**src/rtl/chrt_pkg.sv**
```systemverilog
// Package for the closest-hit ray/triangle caster.
// Holds widths, command codes, the per-triangle op sequence and small helpers.
// No dependencies; every rtl file uses it by scoped names.
package chrt_pkg;

  localparam int WORD_W        = 32;
  localparam int FRAC_BITS     = 16;
  localparam int MAX_TRIANGLES = 256;
  localparam int WORDS_PER_TRI = 18;
  localparam int STORE_DEPTH   = MAX_TRIANGLES * WORDS_PER_TRI;
  localparam int ADDR_W        = $clog2(STORE_DEPTH);
  localparam int TRI_W         = $clog2(MAX_TRIANGLES);
  localparam int CNT_W         = TRI_W + 1;
  localparam int WIDX_W        = 5;
  localparam int PROD_W        = 2 * WORD_W - FRAC_BITS;
  localparam int ACC_W         = PROD_W + 4;
  localparam int MAG_W         = ACC_W - 1;
  localparam int DEN_W         = ACC_W - 2;
  localparam int Q_W           = 31;
  localparam int COLOR_W       = 24;

  // Command codes carried by the input channel.
  localparam logic CMD_LOAD = 1'b0;
  localparam logic CMD_RAY  = 1'b1;

  // Steps of one triangle test, run in this order.
  typedef enum logic [4:0] {
    OP_NS0, OP_NV0, OP_NS1, OP_NV1, OP_NS2, OP_NV2,
    OP_D,
    OP_P0, OP_P1, OP_P2,
    OP_M00, OP_M01, OP_M02, OP_M10, OP_M11, OP_M12,
    OP_W10, OP_W11, OP_W20, OP_W21,
    OP_COLOR
  } op_e;

  // Word of the triangle record that a step reads.
  function automatic logic [WIDX_W-1:0] op_word(input op_e op);
    logic [WIDX_W-1:0] w;
    case (op)
      OP_NS0, OP_NV0: w = 5'd0;
      OP_NS1, OP_NV1: w = 5'd1;
      OP_NS2, OP_NV2: w = 5'd2;
      OP_D:           w = 5'd3;
      OP_P0:          w = 5'd4;
      OP_P1:          w = 5'd5;
      OP_P2:          w = 5'd6;
      OP_M00:         w = 5'd7;
      OP_M01:         w = 5'd8;
      OP_M02:         w = 5'd9;
      OP_M10:         w = 5'd10;
      OP_M11:         w = 5'd11;
      OP_M12:         w = 5'd12;
      OP_W10:         w = 5'd13;
      OP_W11:         w = 5'd14;
      OP_W20:         w = 5'd15;
      OP_W21:         w = 5'd16;
      default:        w = 5'd17;
    endcase
    return w;
  endfunction

  // Store address of one word: tri * 18 + word.
  function automatic logic [ADDR_W-1:0] tri_addr(input logic [TRI_W-1:0] t,
                                                 input logic [WIDX_W-1:0] w);
    return ADDR_W'({t, 4'b0000}) + ADDR_W'({t, 1'b0}) + ADDR_W'(w);
  endfunction

  // Clamp a wide signed value to the signed 32-bit range.
  function automatic logic signed [WORD_W-1:0] sat32(input logic signed [ACC_W-1:0] x);
    logic signed [ACC_W-1:0] hi;
    logic signed [ACC_W-1:0] lo;
    hi = ACC_W'(64'sh7FFF_FFFF);
    lo = -ACC_W'(64'sh8000_0000);
    if (x > hi) begin
      return 32'sh7FFF_FFFF;
    end else if (x < lo) begin
      return 32'sh8000_0000;
    end
    return x[WORD_W-1:0];
  endfunction

endpackage

```
**src/rtl/chrt_mul.sv**
```systemverilog
// Shared fixed-point multiplier: registered signed product, floored to Q format.
// Depends on chrt_pkg for widths.
module chrt_mul (
  input  logic                               clk_i,
  input  logic signed [chrt_pkg::WORD_W-1:0] a_i,
  input  logic signed [chrt_pkg::WORD_W-1:0] b_i,
  output logic signed [chrt_pkg::PROD_W-1:0] prod_o
);

  logic signed [2*chrt_pkg::WORD_W-1:0] full;
  logic signed [chrt_pkg::PROD_W-1:0]   prod_q;

  assign full = a_i * b_i;

  // Dropping the fraction bits of a two's complement value floors it.
  always_ff @(posedge clk_i) begin
    prod_q <= full[2*chrt_pkg::WORD_W-1:chrt_pkg::FRAC_BITS];
  end

  assign prod_o = prod_q;

endmodule

```
**config.mk**
```make
export PLATFORM = sky130hd
export DESIGN_NAME = chrt_mul
export DESIGN_NICKNAME = d
export VERILOG_FILES = /design/src/rtl/chrt_pkg.sv /design/src/rtl/chrt_mul.sv
export SDC_FILE = /design/constraint.sdc
export NUM_CORES = 2
export LEC_CHECK = 0
export BUFFER_PORTS_ARGS = -buffer_cell sky130_fd_sc_hd__buf_2
export CAP_MARGIN = 20
export CORE_MARGIN = 2
export CORE_UTILIZATION = 25
export DETAILED_ROUTE_END_ITERATION = 8
export HOLD_SLACK_MARGIN = 0.12
export REMOVE_ABC_BUFFERS = 1
export SLEW_MARGIN = 30
export SYNTH_ARGS = -nofsm -noshare
export SYNTH_HDL_FRONTEND = slang
export SYNTH_SLANG_ARGS = --single-unit
```
**constraint.sdc**
```tcl
create_clock -name clk_i -period 8.75 [get_ports clk_i]
set_input_delay 0.4375 -clock clk_i [delete_from_list [all_inputs] [get_ports clk_i]]
set_output_delay 0.4375 -clock clk_i [all_outputs]
set_load 0.02 [all_outputs]
```
======== Word level (Yosys, flattened, before mapping) ========
Cells that the tools add are included.
Widths: inputs -> output; s select.
operators by class
  $mul .................................... 1
operator list
  kind            number
  $mul 32x32->64  1
word-level totals
  word-level logic and storage cells ...... 2
  output and inout port bits .............. 48
  flip-flop bits (word level) ............. 48

======== Depth between registers and ports, before layout ========
  depth in word-level cells ............... 1
  depth in mapped cells ................... 27
  gate-level depth less buffers ........... 26

======== Worst setup path after synthesis ========
Ideal clock, no wire load.
  kind .................................... in2reg
  from .................................... in a_i[31] (netlist name)
  to ...................................... reg prod_q (netlist bit prod_o[47])
  slack ................................... 1090 ps
  required time ........................... 8629 ps
  path buffers ............................ 1
  arrival ................................. 7540 ps
  stages on the path ...................... 27
  cells stage by stage .................... clkbuf_1 -> nand2_1 -> inv_1 -> fa_1 -> inv_1 -> fa_1 -> inv_1 -> fa_1 -> fa_1 -> inv_1 -> fa_1 -> inv_1 -> fa_1 -> inv_1 -> fa_1 -> inv_1 -> fa_1 -> ha_1 -> a21oi_1 -> o211a_1 -> o31ai_1 -> a221oi_1 -> a21oi_1 -> o21ai_0 -> o21ai_1 -> o41a_1 -> xnor2_1
on the way
  longest elaborated chain between the ends .. 1
ends and longest elaborated chain
  element                   line            text
  from (decl)               chrt_mul.sv:5   input logic signed [chrt_pkg::WORD_W-1:0] a_i,
  $mul 32x32->64            chrt_mul.sv:13  assign full = a_i * b_i;
  named net full (one bit)  chrt_mul.sv:10  logic signed [2*chrt_pkg::WORD_W-1:0] full;
  to (signal assigned)      chrt_mul.sv:17  prod_q <= full[2*chrt_pkg::WORD_W-1:chrt_pkg::FRAC_BITS];
  to (decl)                 chrt_mul.sv:11  logic signed [chrt_pkg::PROD_W-1:0] prod_q;
The timed path passes the listed nets, and every way through them passes these cells.

======== Final worst setup path ========
  from .................................... in b_i[8] (netlist name)
  to ...................................... reg prod_q (netlist bit prod_o[46])
on the way
  longest elaborated chain between the ends .. 1
ends and longest elaborated chain
  element                   line            text
  from (decl)               chrt_mul.sv:6   input logic signed [chrt_pkg::WORD_W-1:0] b_i,
  $mul 32x32->64            chrt_mul.sv:13
  named net full (one bit)  chrt_mul.sv:10
The timed path passes the listed nets, and every way through them passes these cells.

==> metrics <==
status complete, no violations; Slew HR 43.8%; Max Root-Sink Buffers 2; die area 0.149 mm^2; Mapped Cells 3820; Tcrit/Tclk final slightly above 90%; share of layout cells above drive strength 1 5.01%; aggregate global routing overflow 0; Seq. cell area around 960 um^2; Layout area overhead 7.75%; Avg Cell Area, Syn 9.56 um^2; Root Driver clkbuf_16; width of the chip roughly 390 um; max reg flops 48; final setup TNS 0 ps; commonest non-fill, non-tap cell in the layout fa_1; Netlist cell types 54; Max H-tree Level 2; Detailed Routing Iterations Pass 1 7; Rows between 100 and 150; dominant synthesized flop cell dfxtp_1; vias in the first global route ~28000; Final Setup Violations 0; Max Slew Vio Count 0; FFs w/ async S/R, synth 0%; Final Critical Period 7980 ps; f_max 125 MHz; Fillers 15500; # DRC 0; Post CTS Setup Buffer Count 0; Initial Util 25.1%; CTS sink cnt 48; Worst setup SP type primary input; Critical Path RT 8970 ps; HPWL after DPL 82800 um; Yosys reg bits 48; Vias about 25000; Post-CTS Resized 0; Num CTS Buffers 5; first-pass GRT wire length 157000 um; CORE AREA 0.145 mm^2; drt initial violations 1251; Max-Cap Viols 0; register area share after synthesis 2.63%; routability cong. 0.850; Die H 386 um; multi-input logic area 0.0312 mm^2; number of synthesized flops with an enable pin 0; Worst Max-Slew Pin Slew 842 ps; nets 5121; Hold Fails Final Rpt 0; drt total wl 96300 um; worst setup path class in2reg; number of port buffers roughly 110; I/O Pins 113; initial antenna violation count 1; commonest cells after routing, fill and taps aside 1081 x fa_1, 950 x inv_1, 513 x nand2_1; unrepaired setup endpoints after global routing false; critical path endpoint category register; Critical Path AT 8200 ps; synth warn 0; GRT Total Usage 13.5%; hold-fix buffers at CTS 0; largest net degree at the start of global routing 33; Clock transition at path regs 70 ps; critical-path maximum fanout 19; Antenna Nets Post-Route 0; CTS tree built; Hold Crit Class reg2out; mapped cell area 0.0365 mm^2; DR WL/cell 16.9 um; vias per cell 4.36
==> final timing paths <==
kind                           start                  to  cells after the start
setup / recovery              b_i[8]  prod_o[46]$_DFF_P_                     24
hold / removal    prod_o[28]$_DFF_P_          prod_o[28]                      1
==> layer usage <==
layer | GRT usage [%] | up-vias | part of all wire [%]
met1 | 17.6 | 13300 | 41
met2 | 23.5 | 688 | 50
met5 | 0 | - | 0
met3 | 2.39 | 119 | 6.1
li1 | - | 10800 | -
met4 | 2.86 | 0 | 2.3
==> logic make-up after synthesis <==
family,synth area share [%]
AOI/OAI and AO/OA,2.82
xor gates and xnor gates,1.51
adders and majority gates,65.5
buffers and inverters,11.9
DFF,2.63
and+or+nand+nor,15.7
==> worst max-delay path: stages <==
cell and delay [ps]:
buf_2 380, buf_4 320, nand2_1 110, fa_1 560
inv_1 50, fa_1 440, fa_1 510, inv_1 60
fa_1 470, inv_1 50, fa_1 480, fa_1 450
fa_1 420, fa_1 470, ha_1 420, a21oi_1 340
o211ai_1 210, o2bb2ai_1 170, a311oi_1 440, o2111ai_1 210
o21ai_2 440, o21ai_0 290, a211o_1 350, o311ai_1 90
==> per-stage QoR <==
step / utilization, % / cells / area, um^2 / worst slack (ps) / hold slack, ps
3_5_place_dp: 26.9 / 5705 / 39200 / 542 / 861
2_1_floorplan: - / 3615 / 35700 / 1330 / 776
4_1_cts: 27.0 / 5713 / 39300 / 846 / 1230
5_1_grt: 27.0 / 5713 / 39300 / 438 / 1240
6_report: 27.1 / 5715 / 39300 / 770 / 1200
3_3_place_gp: 26.9 / 5705 / 39200 / 544 / 868
==> Yosys cell counts (2+ instances only) <==
cell          n  area share [%]
a221oi_1      3           0.072
a211o_1       2           0.048
o21bai_1      8            0.16
inv_1       950             9.8
nor3_1        7           0.096
o21a_1        6            0.12
fa_1       1081              59
xor2_1       23            0.55
o21ai_1       2           0.027
nand3_1      12            0.16
ha_1        180             6.2
o211a_1       3           0.082
a21oi_1      48            0.66
buf_1         4           0.041
nor2_1       46            0.47
o31ai_1       3           0.062
a21o_1       21            0.43
nand2_1     513             5.3
o22ai_1       2           0.034
xnor2_1      40            0.96
nand4b_1      3           0.072
dfxtp_1      48             2.6
o211ai_1      3           0.062
and3_1        7            0.12
nand4_1      14            0.24
nor4_1        3           0.051
and2_1      512             8.8
o311ai_1      2           0.048
o21ai_2       2           0.048
and4_1        2           0.048
clkbuf_1    200             2.1
o2111ai_1     3           0.072
nand2b_1     12            0.21
nor2b_1       4           0.069
o221ai_1      2           0.048
a311oi_1      2           0.048
o21ai_0      26            0.36
a211oi_1      5            0.10
==> final cells by class <==
| class | instances | area share, % |
|---|---|---|
| multi-input combinational | 2617 | 79.3 |
| timing repair buffer | 173 | 2.59 |
| clock buffer | 6 | 0.353 |
| sequential | 48 | 2.44 |
| tap | 1917 | 6.10 |
| antenna | 2 | 0.0127 |
| inverter | 950 | 9.07 |
| clock inverter | 2 | 0.0986 |
Power is not shown: default switching activity piles up to over one toggle a cycle in this logic, so the estimate is an artifact.
