<file path="config.mk">
export PLATFORM = sky130hd
export DESIGN_NAME = chrt_div
export DESIGN_NICKNAME = d
export VERILOG_FILES = /design/src/rtl/chrt_pkg.sv /design/src/rtl/chrt_div.sv
export SDC_FILE = /design/constraint.sdc
export NUM_CORES = 1
export LEC_CHECK = 0
export ABC_CLOCK_PERIOD_IN_PS = 3700
export BUFFER_PORTS_ARGS = -buffer_cell sky130_fd_sc_hd__buf_2
export CAP_MARGIN = 15
export CORE_AREA = 2 2 164 166
export DETAILED_ROUTE_END_ITERATION = 10
export DIE_AREA = 0 0 166 168
export PLACE_DENSITY = 0.64
export SYNTH_ARGS = -nofsm -noshare
export SYNTH_HDL_FRONTEND = slang
export SYNTH_SLANG_ARGS = --single-unit
</file>
<file path="constraint.sdc">
create_clock -name clk_i -period 3.7 [get_ports clk_i]
set_input_delay 0.185 -clock clk_i [delete_from_list [all_inputs] [get_ports clk_i]]
set_output_delay 0.185 -clock clk_i [all_outputs]
set_load 0.03 [all_outputs]
</file>
<file path="src/rtl/chrt_pkg.sv">
// Package for the closest-hit ray/triangle caster.
// Holds widths, command codes, the per-triangle op sequence and small helpers.
// No dependencies; every rtl file uses it by scoped names.
package chrt_pkg;

  localparam int WORD_W        = 32;
  localparam int FRAC_BITS     = 16;
  localparam int MAX_TRIANGLES = 256;
  localparam int WORDS_PER_TRI = 18;
  localparam int STORE_DEPTH   = MAX_TRIANGLES * WORDS_PER_TRI;
  localparam int ADDR_W        = $clog2(STORE_DEPTH);
  localparam int TRI_W         = $clog2(MAX_TRIANGLES);
  localparam int CNT_W         = TRI_W + 1;
  localparam int WIDX_W        = 5;
  localparam int PROD_W        = 2 * WORD_W - FRAC_BITS;
  localparam int ACC_W         = PROD_W + 4;
  localparam int MAG_W         = ACC_W - 1;
  localparam int DEN_W         = ACC_W - 2;
  localparam int Q_W           = 31;
  localparam int COLOR_W       = 24;

  // Command codes carried by the input channel.
  localparam logic CMD_LOAD = 1'b0;
  localparam logic CMD_RAY  = 1'b1;

  // Steps of one triangle test, run in this order.
  typedef enum logic [4:0] {
    OP_NS0, OP_NV0, OP_NS1, OP_NV1, OP_NS2, OP_NV2,
    OP_D,
    OP_P0, OP_P1, OP_P2,
    OP_M00, OP_M01, OP_M02, OP_M10, OP_M11, OP_M12,
    OP_W10, OP_W11, OP_W20, OP_W21,
    OP_COLOR
  } op_e;

  // Word of the triangle record that a step reads.
  function automatic logic [WIDX_W-1:0] op_word(input op_e op);
    logic [WIDX_W-1:0] w;
    case (op)
      OP_NS0, OP_NV0: w = 5'd0;
      OP_NS1, OP_NV1: w = 5'd1;
      OP_NS2, OP_NV2: w = 5'd2;
      OP_D:           w = 5'd3;
      OP_P0:          w = 5'd4;
      OP_P1:          w = 5'd5;
      OP_P2:          w = 5'd6;
      OP_M00:         w = 5'd7;
      OP_M01:         w = 5'd8;
      OP_M02:         w = 5'd9;
      OP_M10:         w = 5'd10;
      OP_M11:         w = 5'd11;
      OP_M12:         w = 5'd12;
      OP_W10:         w = 5'd13;
      OP_W11:         w = 5'd14;
      OP_W20:         w = 5'd15;
      OP_W21:         w = 5'd16;
      default:        w = 5'd17;
    endcase
    return w;
  endfunction

  // Store address of one word: tri * 18 + word.
  function automatic logic [ADDR_W-1:0] tri_addr(input logic [TRI_W-1:0] t,
                                                 input logic [WIDX_W-1:0] w);
    return ADDR_W'({t, 4'b0000}) + ADDR_W'({t, 1'b0}) + ADDR_W'(w);
  endfunction

  // Clamp a wide signed value to the signed 32-bit range.
  function automatic logic signed [WORD_W-1:0] sat32(input logic signed [ACC_W-1:0] x);
    logic signed [ACC_W-1:0] hi;
    logic signed [ACC_W-1:0] lo;
    hi = ACC_W'(64'sh7FFF_FFFF);
    lo = -ACC_W'(64'sh8000_0000);
    if (x > hi) begin
      return 32'sh7FFF_FFFF;
    end else if (x < lo) begin
      return 32'sh8000_0000;
    end
    return x[WORD_W-1:0];
  endfunction

endpackage

</file>
<file path="src/rtl/chrt_div.sv">
// Restoring divider for the hit distance: (a * 2^FRAC) / b, saturated to 31 bits.
// One quotient bit per cycle; depends on chrt_pkg for widths.
module chrt_div (
  input  logic                             clk_i,
  input  logic                             rst_ni,
  input  logic                             start_i,
  input  logic [chrt_pkg::MAG_W-1:0]       a_i,
  input  logic [chrt_pkg::DEN_W-1:0]       b_i,
  output logic                             done_o,
  output logic [chrt_pkg::Q_W-1:0]         quot_o
);

  localparam int XW = chrt_pkg::MAG_W + chrt_pkg::FRAC_BITS;

  logic [XW-1:0]                   x;
  logic [chrt_pkg::DEN_W-1:0]      b_q;
  logic [chrt_pkg::DEN_W-1:0]      rem_q;
  logic [chrt_pkg::Q_W-1:0]        low_q;
  logic [chrt_pkg::Q_W-1:0]        quot_q;
  logic [4:0]                      cnt_q;
  logic                            busy_q;
  logic                            done_q;
  logic [chrt_pkg::DEN_W:0]        trial;
  logic                            fits;

  assign x     = {a_i, {chrt_pkg::FRAC_BITS{1'b0}}};
  assign trial = {rem_q, low_q[chrt_pkg::Q_W-1]};
  assign fits  = trial >= {1'b0, b_q};

  // Start: detect saturation up front, else run 31 shift-subtract steps.
  always_ff @(posedge clk_i or negedge rst_ni) begin
    if (!rst_ni) begin
      busy_q <= 1'b0;
      done_q <= 1'b0;
      cnt_q  <= '0;
    end else begin
      done_q <= 1'b0;
      if (start_i) begin
        b_q <= b_i;
        if (chrt_pkg::DEN_W'(x[XW-1:chrt_pkg::Q_W]) >= b_i) begin
          quot_q <= '1;
          done_q <= 1'b1;
        end else begin
          rem_q  <= chrt_pkg::DEN_W'(x[XW-1:chrt_pkg::Q_W]);
          low_q  <= x[chrt_pkg::Q_W-1:0];
          quot_q <= '0;
          cnt_q  <= 5'(chrt_pkg::Q_W);
          busy_q <= 1'b1;
        end
      end else if (busy_q) begin
        if (fits) begin
          rem_q <= chrt_pkg::DEN_W'(trial - {1'b0, b_q});
        end else begin
          rem_q <= trial[chrt_pkg::DEN_W-1:0];
        end
        quot_q <= {quot_q[chrt_pkg::Q_W-2:0], fits};
        low_q  <= {low_q[chrt_pkg::Q_W-2:0], 1'b0};
        cnt_q  <= cnt_q - 5'd1;
        if (cnt_q == 5'd1) begin
          busy_q <= 1'b0;
          done_q <= 1'b1;
        end
      end
    end
  end

  assign done_o = done_q;
  assign quot_o = quot_q;

endmodule

</file>
* Word-level counts from Yosys, hierarchy flattened
Cells that the tools add are included.
** Storage, ports and cells
- Flip-flop bits (word level) :: 169
- Bits in latches :: 0
- Bits in writable memories :: 0
- ROM bits :: 0
- Input bits :: 104
- Logic and storage cells :: 39
- Memories :: 0
** Cells by class
- Add/subtract/negate cells :: 2
- Multipliers :: 0
- Div/mod/pow operators :: 0
- Order comparisons :: 2
- Equality and inequality tests :: 2
- Shift operators :: 0
- Mux-type cells :: 21
- Bitwise logic cells :: 0
- Reductions and logical operators :: 5
** Operators by type and width (count)
- 2-to-1 mux 50 bit :: 4
- 2-to-1 mux 31 bit :: 6
- >= comparator 51 x 50 -> 1 bit :: 1
- >= comparator 36 x 50 -> 1 bit :: 1
- subtractor 50 bit :: 1
- 2-to-1 mux 5 bit :: 3
- 2-to-1 mux 1 bit :: 8
- AND reduction 2 bit :: 3
- == test 5 x 1 -> 1 bit (second input constant) :: 1
- subtractor 5 x 1 -> 5 bit (second input constant) :: 1
- AND reduction 3 bit :: 1
- inequality test 2 bit (second input constant) :: 1
- nonzero test 2 bit :: 1

* Longest topological paths before layout
Gate-level depths: netlist of the first run.
- Word-level depth :: 4
- Depth in mapped cells :: 15
- Depth with buffers taken out :: 12

* Worst setup path before layout of the first run
OpenSTA, ideal clock, no wires.
- Kind :: input port to flip-flop
- Start :: input port b_i[27] (netlist name)
- End :: register low_q[16] (netlist name) (enable)
- Arrival time :: 3.395 ns
- Slack :: -0.125 ns
- Cell stages on the path :: 11
- Buffers on the path :: 0
- Cells stage by stage :: inv_1 > ha_1 > a21o_1 > a21o_1 > a21oi_1 > o21ai_1 > a22oi_1 > nand2_1 > o41ai_1 > or2_2 > and2_1
** On the way
- Word-level cells in the longest chain between the ends :: 3
** Ends and longest elaborated chain
- from (decl) :: RTL line chrt_div.sv:8 : input logic [chrt_pkg::DEN_W-1:0] b_i,
- >= comparator 36 x 50 -> 1 bit :: RTL line chrt_div.sv:40 : if (chrt_pkg::DEN_W'(x[XW-1:chrt_pkg::Q_W]) >= b_i) begin
- inequality test 2 bit (no source line)
- AND reduction 3 bit (no source line)
- to (signal assigned) :: RTL line chrt_div.sv:45 : low_q <= x[chrt_pkg::Q_W-1:0];
- to (signal assigned) :: RTL line chrt_div.sv:57 : low_q <= {low_q[chrt_pkg::Q_W-2:0], 1'b0};
- to (decl) :: RTL line chrt_div.sv:18 : logic [chrt_pkg::Q_W-1:0] low_q;
No other way between the ends.
A chain may end at the register's enable or synchronous reset.

* Worst setup path in the final report of the first run
- Start :: input port b_i[27] (netlist name)
- End :: register rem_q[39] (netlist name) (enable)
** On the way
- Word-level cells in the longest chain between the ends :: 3
** Ends and longest elaborated chain
- >= comparator 36 x 50 -> 1 bit :: RTL line chrt_div.sv:40
- inequality test 2 bit (no source line)
- AND reduction 3 bit (no source line)
- to (signal assigned) :: RTL line chrt_div.sv:44 : rem_q <= chrt_pkg::DEN_W'(x[XW-1:chrt_pkg::Q_W]);
- to (signal assigned) :: RTL line chrt_div.sv:52 : rem_q <= chrt_pkg::DEN_W'(trial - {1'b0, b_q});
- to (signal assigned) :: RTL line chrt_div.sv:54 : rem_q <= trial[chrt_pkg::DEN_W-1:0];
- to (decl) :: RTL line chrt_div.sv:17 : logic [chrt_pkg::DEN_W-1:0] rem_q;
No other way between the ends.

==> results.py, run 1 <==
metrics = {
    "outcome": {
        "status": "complete, no violations",
    },
    "power": {
        "ir_drop_uv": 244,
        "p_leak_nw": 5.55,
        "powerDensity_nw_per_um2": 475,
    },
    "synth": {
        "ys_seq_elements": 153,
        "synth.top_cell.area_share": 0.423,
        "synth-edff-count": 146,
        "synth.yosys.warnings": 0,
        "synthCells": 1060,
        "synth_ff_type": "edfxtp_1",
        "synthXorXnorAreaFrac": 0.0372,
        "syn_avg_cell_area_um2": 9.77,
        "yosys-mux-area-fraction": 0.0337,
        "synth_top_family_by_area": "compound AO/OA/AOI/OAI gates",
        "synth_compound_gate_area_share": 0.195,
        "synth_top_cell_by_area": "edfxtp_1",
        "synthAdderAreaFrac": 0.108,
        "synth_area_um2": 10400,
        "synth-simple-area-share": 0.118,
        "yosys-top-cells-count": "edfxtp_1 (146), inv_1 (127), a21oi_1 (101)",
        "yosys-top-cells-area": "edfxtp_1 (42%), ha_1 (11%), a21oi_1 (4.9%), inv_1 (4.6%), o21ai_0 (4.0%)",
        "synth_most_common_cell": "edfxtp_1",
        "async_reset_ff_frac": 0.0458,
        "ys_types": 75,
        "syn-num-nets": 1253,
        "seq_area_frac_synth": 0.440,
    },
    "setup_path": {
        "cp_max_fo": 32,
        "r2r_slack_ns": 0.49,
        "critPathKind": "primary input to register",
        "cp.required_ns": 3.82,
        "crit_arrival_ns": 3.33,
        "cp-end-kind": "register",
        "cp-start-kind": "primary input",
    },
    "clock_tree": {
        "cts_root_buf": "clkbuf_16",
        "cts.sinks": 153,
        "clk_pin_slew_ns": 0.06,
        "cts_max_level": 4,
        "cts_buffers": 17,
        "cts_resized": 0,
        "clockBufferDepth": 2,
        "cts_tree": "yes",
        "clk_latency_ns": 0.44,
    },
    "floorplanning": {
        "io_pins": 136,
        "coreArea_um2": 26400,
        "initial_utilization": 0.393,
        "die_area_um2": 27900,
        "fp.dieW_um": 166,
        "rows": 60,
        "die_h_um": 168,
    },
    "detailed_routing": {
        "drt_iter0_drc": 561,
        "wl_per_cell_um": 16.2,
        "totalWireLength_um": 25700,
        "dr.pass1.iters": 6,
        "vias": 8353,
        "viasPerCell": 5.26,
        "drc": 0,
        "ant_nets": 0,
    },
    "sta": {
        "maxSlewHeadroom": 0.553,
        "setup_tns_ns": 0,
        "rsz0062_at_grt": "false",
        "tightest_slew_ns": 0.664,
        "period_needed_ns": 3.22,
        "finalSetupViolCount": 0,
        "period_share": 0.870,
        "maxSlewViolCount": 0,
        "fmax_mhz": 311,
        "hold_viol": 0,
        "skew_ns": 0.0260,
    },
    "global_route": {
        "grt_max_degree": 47,
        "track_usage": 0.187,
        "antenna_found_initial": 1,
        "grt_pass1_vias": 8137,
        "grt_pass1_wl_um": 42000,
        "grt_overflow": 0,
    },
    "placed_design": {
        "gp_congestion": 0.908,
        "dp_cells": 1505,
        "dpl.hpwl_um": 19100,
        "io_buffer_count": 135,
    },
    "job": {
        "cap_violations": 0,
    },
    "cells_and_area": {
        "drive_gt1_frac": 0.177,
        "finalNetCount": 1427,
        "fin_util": 0.474,
        "area_growth_pct": 20.6,
        "layout.cells.non_filler": 1589,
        "nFillCells": 2527,
    },
    "hold_path": {
        "min_path_type": "primary input to register",
    },
}
==> repair_timing <==
item | in CTS | in global routing
hold endpoints to repair | 57 | 0
hold buffers | 51 | 0
buffers inserted | 0 | 0
==> through the flow <==
step	hold slack [ns]	area, µm²	worst slack [ns]	power, mW
final	0.0382	12500	0.481	5.93
after global routing	0.0347	12500	0.228	6.29
after CTS	0.0302	12500	0.514	5.96
after detailed placement	0.0419	11400	0.540	4.11
after global placement	0.0406	11400	0.545	4.09
after floorplan	-0.111	10400	0.583	3.65
==> kinds of logic (layout without fill, tap and decap cells) <==
kind of cell               Yosys count  count (layout)
AOI/OAI and AO/OA                  317             317
and+or+nand+nor                    253             253
buffers and inverters              171             358
DFF                                153             153
adders and majority gates           89              89
xor gates and xnor gates            44              44
muxes                               33              33
other                                0               1
==> power breakdown <==
part / internal, mW / total, mW / switching (mW) / leakage, nW
sequential: 2.11 / 2.19 / 0.0802 / 1.49
combinational: 0.806 / 1.95 / 1.14 / 3.77
clock: 1.01 / 1.79 / 0.778 / 0.282
==> registers in the layout (all words and copies together) (netlist names) <==
register  cells
cnt_q         5
done_o        1
rem_q        50
quot_o       31
low_q        15
busy_q        1
b_q          50
==> critical path, cell delays in order <==
cell           delay [ns]
dlygate4sd3_1        0.52
buf_2                0.11
inv_1                0.04
ha_1                 0.28
a21o_1               0.18
a21o_1               0.16
a21oi_1              0.34
o21ai_1              0.10
a22oi_1              0.24
nand2_1              0.08
o41ai_1              0.36
buf_4                0.18
or2_2                0.11
and2_2               0.20
buf_12               0.23
==> placed cells by master (no fill, tap or decap), types with 4 or more instances in the layout <==
cell / instances
o21bai_1: 13
nor2_1: 76
a211oi_1: 7
mux2i_1: 18
and2_1: 7
o21ai_0: 82
and3_1: 14
nand4_1: 20
nor3_1: 11
nand3_1: 18
a21o_1: 40
or3_1: 4
nand2b_1: 7
o21ai_1: 6
a31oi_1: 9
dfrtp_1: 7
dlygate4sd3_1: 51
edfxtp_1: 146
buf_2: 135
mux2_2: 15
a21oi_1: 101
inv_1: 126
nor4_1: 8
xor2_1: 23
o211ai_1: 5
buf_4: 9
nand2_1: 68
xnor2_1: 21
clkbuf_16: 17
ha_1: 88
a22o_1: 7
buf_12: 4
o21a_1: 5
==> per-layer routing <==
metal / up-vias / track usage / share of wire
met5: - / 0 / 0
met4: 0 / 0.0533 / 0.019
met3: 31 / 0.0310 / 0.052
met2: 242 / 0.292 / 0.45
met1: 3888 / 0.267 / 0.47
li1: 4192 / - / -
==> path summary, 6_finish.rpt <==
kind                                           start                      end  depth (start not counted)
min in group asynchronous                     rst_ni     cnt_q[3]$_DFFE_PN0P_                          2
worst min register to register  cnt_q[4]$_DFFE_PN0P_     cnt_q[4]$_DFFE_PN0P_                          2
max in group asynchronous                     rst_ni       busy_q$_DFFE_PN0P_                          2
worst max register to register   rem_q[29]$_DFFE_PP_       rem_q[1]$_DFFE_PP_                         11
worst min-delay path                          a_i[0]  low_q[16]$_SDFFCE_PN0P_                          2
worst max-delay path                         b_i[27]  rem_q[39]$_SDFFCE_PP0P_                         15
==> cell type report <==
cell class                 count  area [µm²]  share of cell area
sequential                   153        4560               0.365
antenna                        1        2.50            0.000200
timing repair buffer         199        1330               0.107
tap                          341         427              0.0342
multi-input combinational    736        5100               0.408
clock inverter                15         166              0.0133
inverter                     127         477              0.0382
clock buffer                  17         425              0.0341
No activity file was read; power rests on OpenSTA's default activity.
==> run 2, diff against run 1 <==
--- a/config.mk
+++ b/config.mk
@@ -11,7 +11,7 @@
 export CORE_AREA = 2 2 164 166
 export DETAILED_ROUTE_END_ITERATION = 10
 export DIE_AREA = 0 0 166 168
-export PLACE_DENSITY = 0.64
+export GPL_ROUTABILITY_DRIVEN = 0
 export SYNTH_ARGS = -nofsm -noshare
 export SYNTH_HDL_FRONTEND = slang
 export SYNTH_SLANG_ARGS = --single-unit
==> results.py, run 2 (synthesis gave the netlist of run 1 again) <==
metrics = {
    "setup_path": {
        "critPathKind": "register to register",
        "cp-end-kind": "register",
        "cp.required_ns": 3.88,
        "cp_max_fo": 15,
        "cp-start-kind": "register",
        "crit_arrival_ns": 3.48,
    },
    "global_route": {
        "grt_overflow": 0,
        "grt_max_degree": 46,
        "antenna_found_initial": 0,
        "grt_pass1_vias": 8206,
        "grt_pass1_wl_um": 42400,
        "track_usage": 0.189,
    },
    "detailed_routing": {
        "totalWireLength_um": 26000,
        "wl_per_cell_um": 16.4,
        "viasPerCell": 5.29,
        "ant_nets": 0,
        "drt_iter0_drc": 616,
        "vias": 8411,
        "dr.pass1.iters": 5,
        "drc": 0,
    },
    "power": {
        "p_sw_frac": 0.349,
        "internal-power_mw": 3.80,
        "p_switching_mw": 2.03,
        "pwr-share-clk": 0.289,
        "ir_drop_uv": 248,
        "p_leak_nw": 5.54,
        "powerDensity_nw_per_um2": 468,
        "pwr-share-seq": 0.376,
        "comb_power_share": 0.335,
    },
    "floorplanning": {
        "die_area_um2": 27900,
        "initial_utilization": 0.393,
        "io_pins": 136,
        "coreArea_um2": 26400,
        "die_h_um": 168,
        "fp.dieW_um": 166,
        "rows": 60,
    },
    "sta": {
        "tightest_slew_ns": 0.670,
        "maxSlewHeadroom": 0.549,
        "maxSlewViolCount": 0,
        "fmax_mhz": 303,
        "period_needed_ns": 3.30,
        "period_share": 0.891,
        "finalSetupViolCount": 0,
        "skew_ns": 0.0121,
        "setup_tns_ns": 0,
        "rsz0062_at_grt": "false",
        "hold_viol": 0,
        "holdWs_ns": 0.0322,
    },
    "clock_tree": {
        "clockBufferDepth": 2,
        "clk_pin_slew_ns": 0.07,
        "cts_max_level": 4,
        "cts.sinks": 153,
        "cts_root_buf": "clkbuf_16",
        "cts_buffers": 17,
        "cts_tree": "yes",
        "clk_latency_ns": 0.43,
    },
    "cells_and_area": {
        "final_common_cell": "edfxtp_1",
        "most-common-layout-cells": "edfxtp_1 (146), buf_2 (135), inv_1 (126)",
        "finalNetCount": 1429,
        "drive_gt1_frac": 0.179,
        "area_growth_pct": 20.3,
        "antenna_cells": 0,
    },
    "placed_design": {
        "io_buffer_count": 135,
        "dpl.hpwl_um": 19600,
    },
    "hold_path": {
        "min_path_type": "primary input to register",
    },
    "job": {
        "cap_violations": 0,
    },
    "outcome": {
        "status": "complete, no violations",
    },
}
==> run 2: layer usage <==
| layer | up-vias | routed length [µm] | GRT usage |
|---|---|---|---|
| met4 | 0 | 482 | 0.0560 |
| met1 | 3975 | 12500 | 0.266 |
| met3 | 37 | 1120 | 0.0270 |
| li1 | 4197 | - | - |
| met2 | 202 | 12000 | 0.304 |
| met5 | - | 0 | 0 |
==> run 2: path summary, 6_finish.rpt <==
check | startpoint | to | slack (ns) | cells past startpoint
max reg2reg | rem_q[39]$_SDFFCE_PP0P_ | rem_q[1]$_DFFE_PP_ | 0.40 | 8
max in group asynchronous | rst_ni | cnt_q[1]$_DFFE_PN0P_ | 3.37 | 2
min reg2reg | cnt_q[4]$_DFFE_PN0P_ | cnt_q[4]$_DFFE_PN0P_ | 0.53 | 2
max | rem_q[39]$_SDFFCE_PP0P_ | rem_q[1]$_DFFE_PP_ | 0.40 | 8
min | a_i[0] | low_q[16]$_SDFFCE_PN0P_ | 0.03 | 2
min in group asynchronous | rst_ni | busy_q$_DFFE_PN0P_ | 0.15 | 2
==> run 2: stage by stage <==
| step | utilization | instance area [µm²] | total power, mW | std cells | worst slack (ns) |
|---|---|---|---|---|---|
| 3_5_place_dp | 0.432 | 11400 | 4.12 | 1507 | 0.483 |
| 6_report | 0.473 | 12500 | 5.83 | 1590 | 0.405 |
| 3_3_place_gp | 0.432 | 11400 | 4.10 | 1507 | 0.511 |
| 2_1_floorplan | - | 10400 | 3.65 | 1060 | 0.583 |
| 4_1_cts | 0.473 | 12500 | 5.87 | 1590 | 0.461 |
| 5_1_grt | 0.473 | 12500 | 6.18 | 1590 | 0.202 |
==> run 2: cell type report <==
class	count	area (µm²)
Sequential cell	153	4560
Clock inverter	15	134
Clock buffer	17	425
Multi-Input combinational cell	736	5100
Fill cell	2480	13900
Inverter	127	477
Tap cell	341	427
Timing Repair Buffer	201	1340
==> run 2: timing repair <==
| action | in CTS | in global routing |
|---|---|---|
| hold buffers | 51 | 0 |
| gates resized for setup | 0 | 0 |
| setup buffers | 0 | 0 |
| endpoints found under the hold margin | 57 | 0 |
==> run 2: power by group through the flow <==
stage                     clock (mW)  combinational (mW)  sequential (mW)
after CTS                       1.73                1.95             2.19
after global placement             0                1.88             2.22
after floorplan                    0                1.40             2.25
final                           1.69                1.96             2.19
after global routing            1.79                2.18             2.21
after detailed placement           0                1.89             2.23
==> run 2: critical path: stages, from the launching register on <==
cell and delay [ns]:
edfxtp_1 0.41, ha_1 0.48, nor2_1 0.06, o21ai_0 0.54
nand4_1 0.31, o211ai_4 0.57, buf_4 0.32, a21oi_1 0.09
mux2_2 0.26
==> run 3, diff against run 2 <==
--- a/config.mk
+++ b/config.mk
@@ -5,7 +5,7 @@
 export SDC_FILE = /design/constraint.sdc
 export NUM_CORES = 1
 export LEC_CHECK = 0
-export ABC_CLOCK_PERIOD_IN_PS = 3700
+export ABC_CLOCK_PERIOD_IN_PS = 3400
 export BUFFER_PORTS_ARGS = -buffer_cell sky130_fd_sc_hd__buf_2
 export CAP_MARGIN = 15
 export CORE_AREA = 2 2 164 166
==> constraint.sdc (replaced) <==
create_clock -name clk_i -period 3.4 [get_ports clk_i]
set_input_delay 0.17 -clock clk_i [delete_from_list [all_inputs] [get_ports clk_i]]
set_output_delay 0.17 -clock clk_i [all_outputs]
set_load 0.03 [all_outputs]
==> results.py, run 3 (synthesis gave the netlist of run 1 again) <==
metrics = {
    "global_route": {
        "grtUsageMet1": 0.263,
        "antenna_found_initial": 0,
        "grt_max_degree": 51,
        "track_usage": 0.186,
        "grt_pass1_vias": 8233,
        "grt_pass1_wl_um": 42000,
        "grtUsageMet2": 0.300,
        "met3_usage": 0.0280,
        "grt_overflow": 0,
        "top_usage_layer": "met2",
    },
    "cells_and_area": {
        "fin_util": 0.477,
        "nFillCells": 2500,
        "antenna_cells": 0,
        "area_growth_pct": 21.3,
        "most-common-layout-cells": "edfxtp_1 (146), buf_2 (135), inv_1 (126)",
        "layout.cells.non_filler": 1597,
        "final_cell_area_um2": 12600,
        "finalNetCount": 1436,
        "drive_gt1_frac": 0.183,
        "final_common_cell": "edfxtp_1",
    },
    "setup_path": {
        "r2r_slack_ns": 0.21,
        "cp-start-kind": "register",
        "cp.required_ns": 3.59,
        "cp-end-kind": "register",
        "crit_end": "rem_q[1]$_DFFE_PP_",
        "r2r-start": "rem_q[29]$_DFFE_PP_",
        "critPathKind": "register to register",
        "crit_arrival_ns": 3.37,
        "r2r-end": "rem_q[1]$_DFFE_PP_",
        "r2r_cells": 11,
        "cp_max_fo": 22,
        "crit_start": "rem_q[29]$_DFFE_PP_",
    },
    "detailed_routing": {
        "totalWireLength_um": 25900,
        "drt_iter0_drc": 675,
        "drc": 0,
        "wl_per_cell_um": 16.2,
        "vias": 8397,
        "dr.pass1.iters": 5,
        "ant_nets": 0,
        "viasPerCell": 5.26,
    },
    "sta": {
        "maxSlewViolCount": 0,
        "maxSlewHeadroom": 0.514,
        "tightest_slew_ns": 0.729,
        "hold_viol": 0,
        "period_share": 0.937,
        "skew_ns": 0.0120,
        "fmax_mhz": 314,
        "setup_tns_ns": 0,
        "finalSetupViolCount": 0,
        "period_needed_ns": 3.19,
    },
    "power": {
        "powerDensity_nw_per_um2": 516,
        "p_sw_frac": 0.336,
        "pwr-share-seq": 0.367,
        "comb_power_share": 0.336,
        "p_leak_nw": 5.58,
        "internal-power_mw": 4.31,
        "pwr-share-clk": 0.297,
        "p_switching_mw": 2.18,
        "ir_drop_uv": 317,
    },
    "floorplanning": {
        "initial_utilization": 0.393,
        "fp.dieW_um": 166,
        "coreArea_um2": 26400,
        "die_h_um": 168,
        "rows": 60,
        "die_area_um2": 27900,
        "io_pins": 136,
    },
    "hold_path": {
        "min_path_type": "primary input to register",
        "min_from": "a_i[0]",
    },
    "clock_tree": {
        "cts_root_buf": "clkbuf_16",
        "cts_tree": "yes",
        "clk_pin_slew_ns": 0.07,
        "cts_max_level": 4,
        "cts_buffers": 17,
        "clockBufferDepth": 2,
        "cts.sinks": 153,
        "clk_latency_ns": 0.43,
    },
    "placed_design": {
        "io_buffer_count": 135,
        "dpl.hpwl_um": 18900,
        "dp_cells": 1510,
        "post_dp_cell_area_um2": 11400,
    },
    "job": {
        "cap_violations": 0,
    },
    "outcome": {
        "status": "complete, no violations",
    },
}
[run 3: cell count changes in the layout (fill, tap and decap cells not counted), moves of 2 or more]
cell       previous run  this run
inv_8                 4         0
inv_6                 3         5
clkbuf_1              0         2
bufinv_16             0         2
clkinv_4              4         1
buf_4                12        18
[run 3: cell type report]
type	instances	area [µm²]	share of cell area
multi-input cells	736	5120	0.407
flip-flops and latches	153	4560	0.363
repair buffers	208	1400	0.112
inverters	127	477	0.0380
clock buffers	19	433	0.0345
well taps	341	427	0.0340
clock inverters	13	144	0.0115
[run 3: repair_timing]
action | CTS | global route
gates resized for setup | 0 | 4
hold buffers | 51 | 0
endpoints found under the setup margin | 0 | 11
setup buffers | 0 | 4
endpoints found under the hold margin | 57 | 0
[run 3: per-stage QoR]
stage	total power, mW	hold slack (ns)	setup slack (ns)
after floorplan	3.97	-0.126	0.298
after global placement	4.49	0.0251	0.194
after detailed placement	4.50	0.0287	0.210
after CTS	6.48	0.0113	0.175
after global routing	6.86	0.0219	-0.000501
final	6.48	0.0261	0.213
[run 3: metal layers]
layer | share of wire | up-vias
met5 | 0 | -
met4 | 0.013 | 0
met3 | 0.036 | 21
met2 | 0.46 | 184
met1 | 0.49 | 3994
li1 | - | 4198
[run 3: how the worst min path moves through the flow]
stage,end,depth (start not counted)
after CTS,low_q[16]$_SDFFCE_PN0P_,2
after global routing,low_q[20]$_DFFE_PP_,2
after floorplan,busy_q$_DFFE_PN0P_,0
after detailed placement,done_o$_DFF_PN0_,1
after global placement,done_o$_DFF_PN0_,1
final,low_q[16]$_SDFFCE_PN0P_,2
[run 3: power by group through the flow]
stage	Clock [mW]	Combinational, mW	Sequential, mW
2_1_floorplan	0	1.52	2.44
5_1_grt	2.03	2.43	2.40
4_1_cts	1.96	2.14	2.38
3_5_place_dp	0	2.08	2.42
3_3_place_gp	0	2.07	2.42
6_report	1.93	2.18	2.38
[run 3: critical path: stages, from the launching register on]
cell      delay [ns]
edfxtp_1        0.45
ha_1            0.41
a21oi_1         0.24
o21ai_0         0.20
a21oi_1         0.21
nor2_1          0.08
o311ai_2        0.42
o211ai_4        0.29
buf_12          0.24
nor2_1          0.09
a21oi_1         0.05
mux2_2          0.25
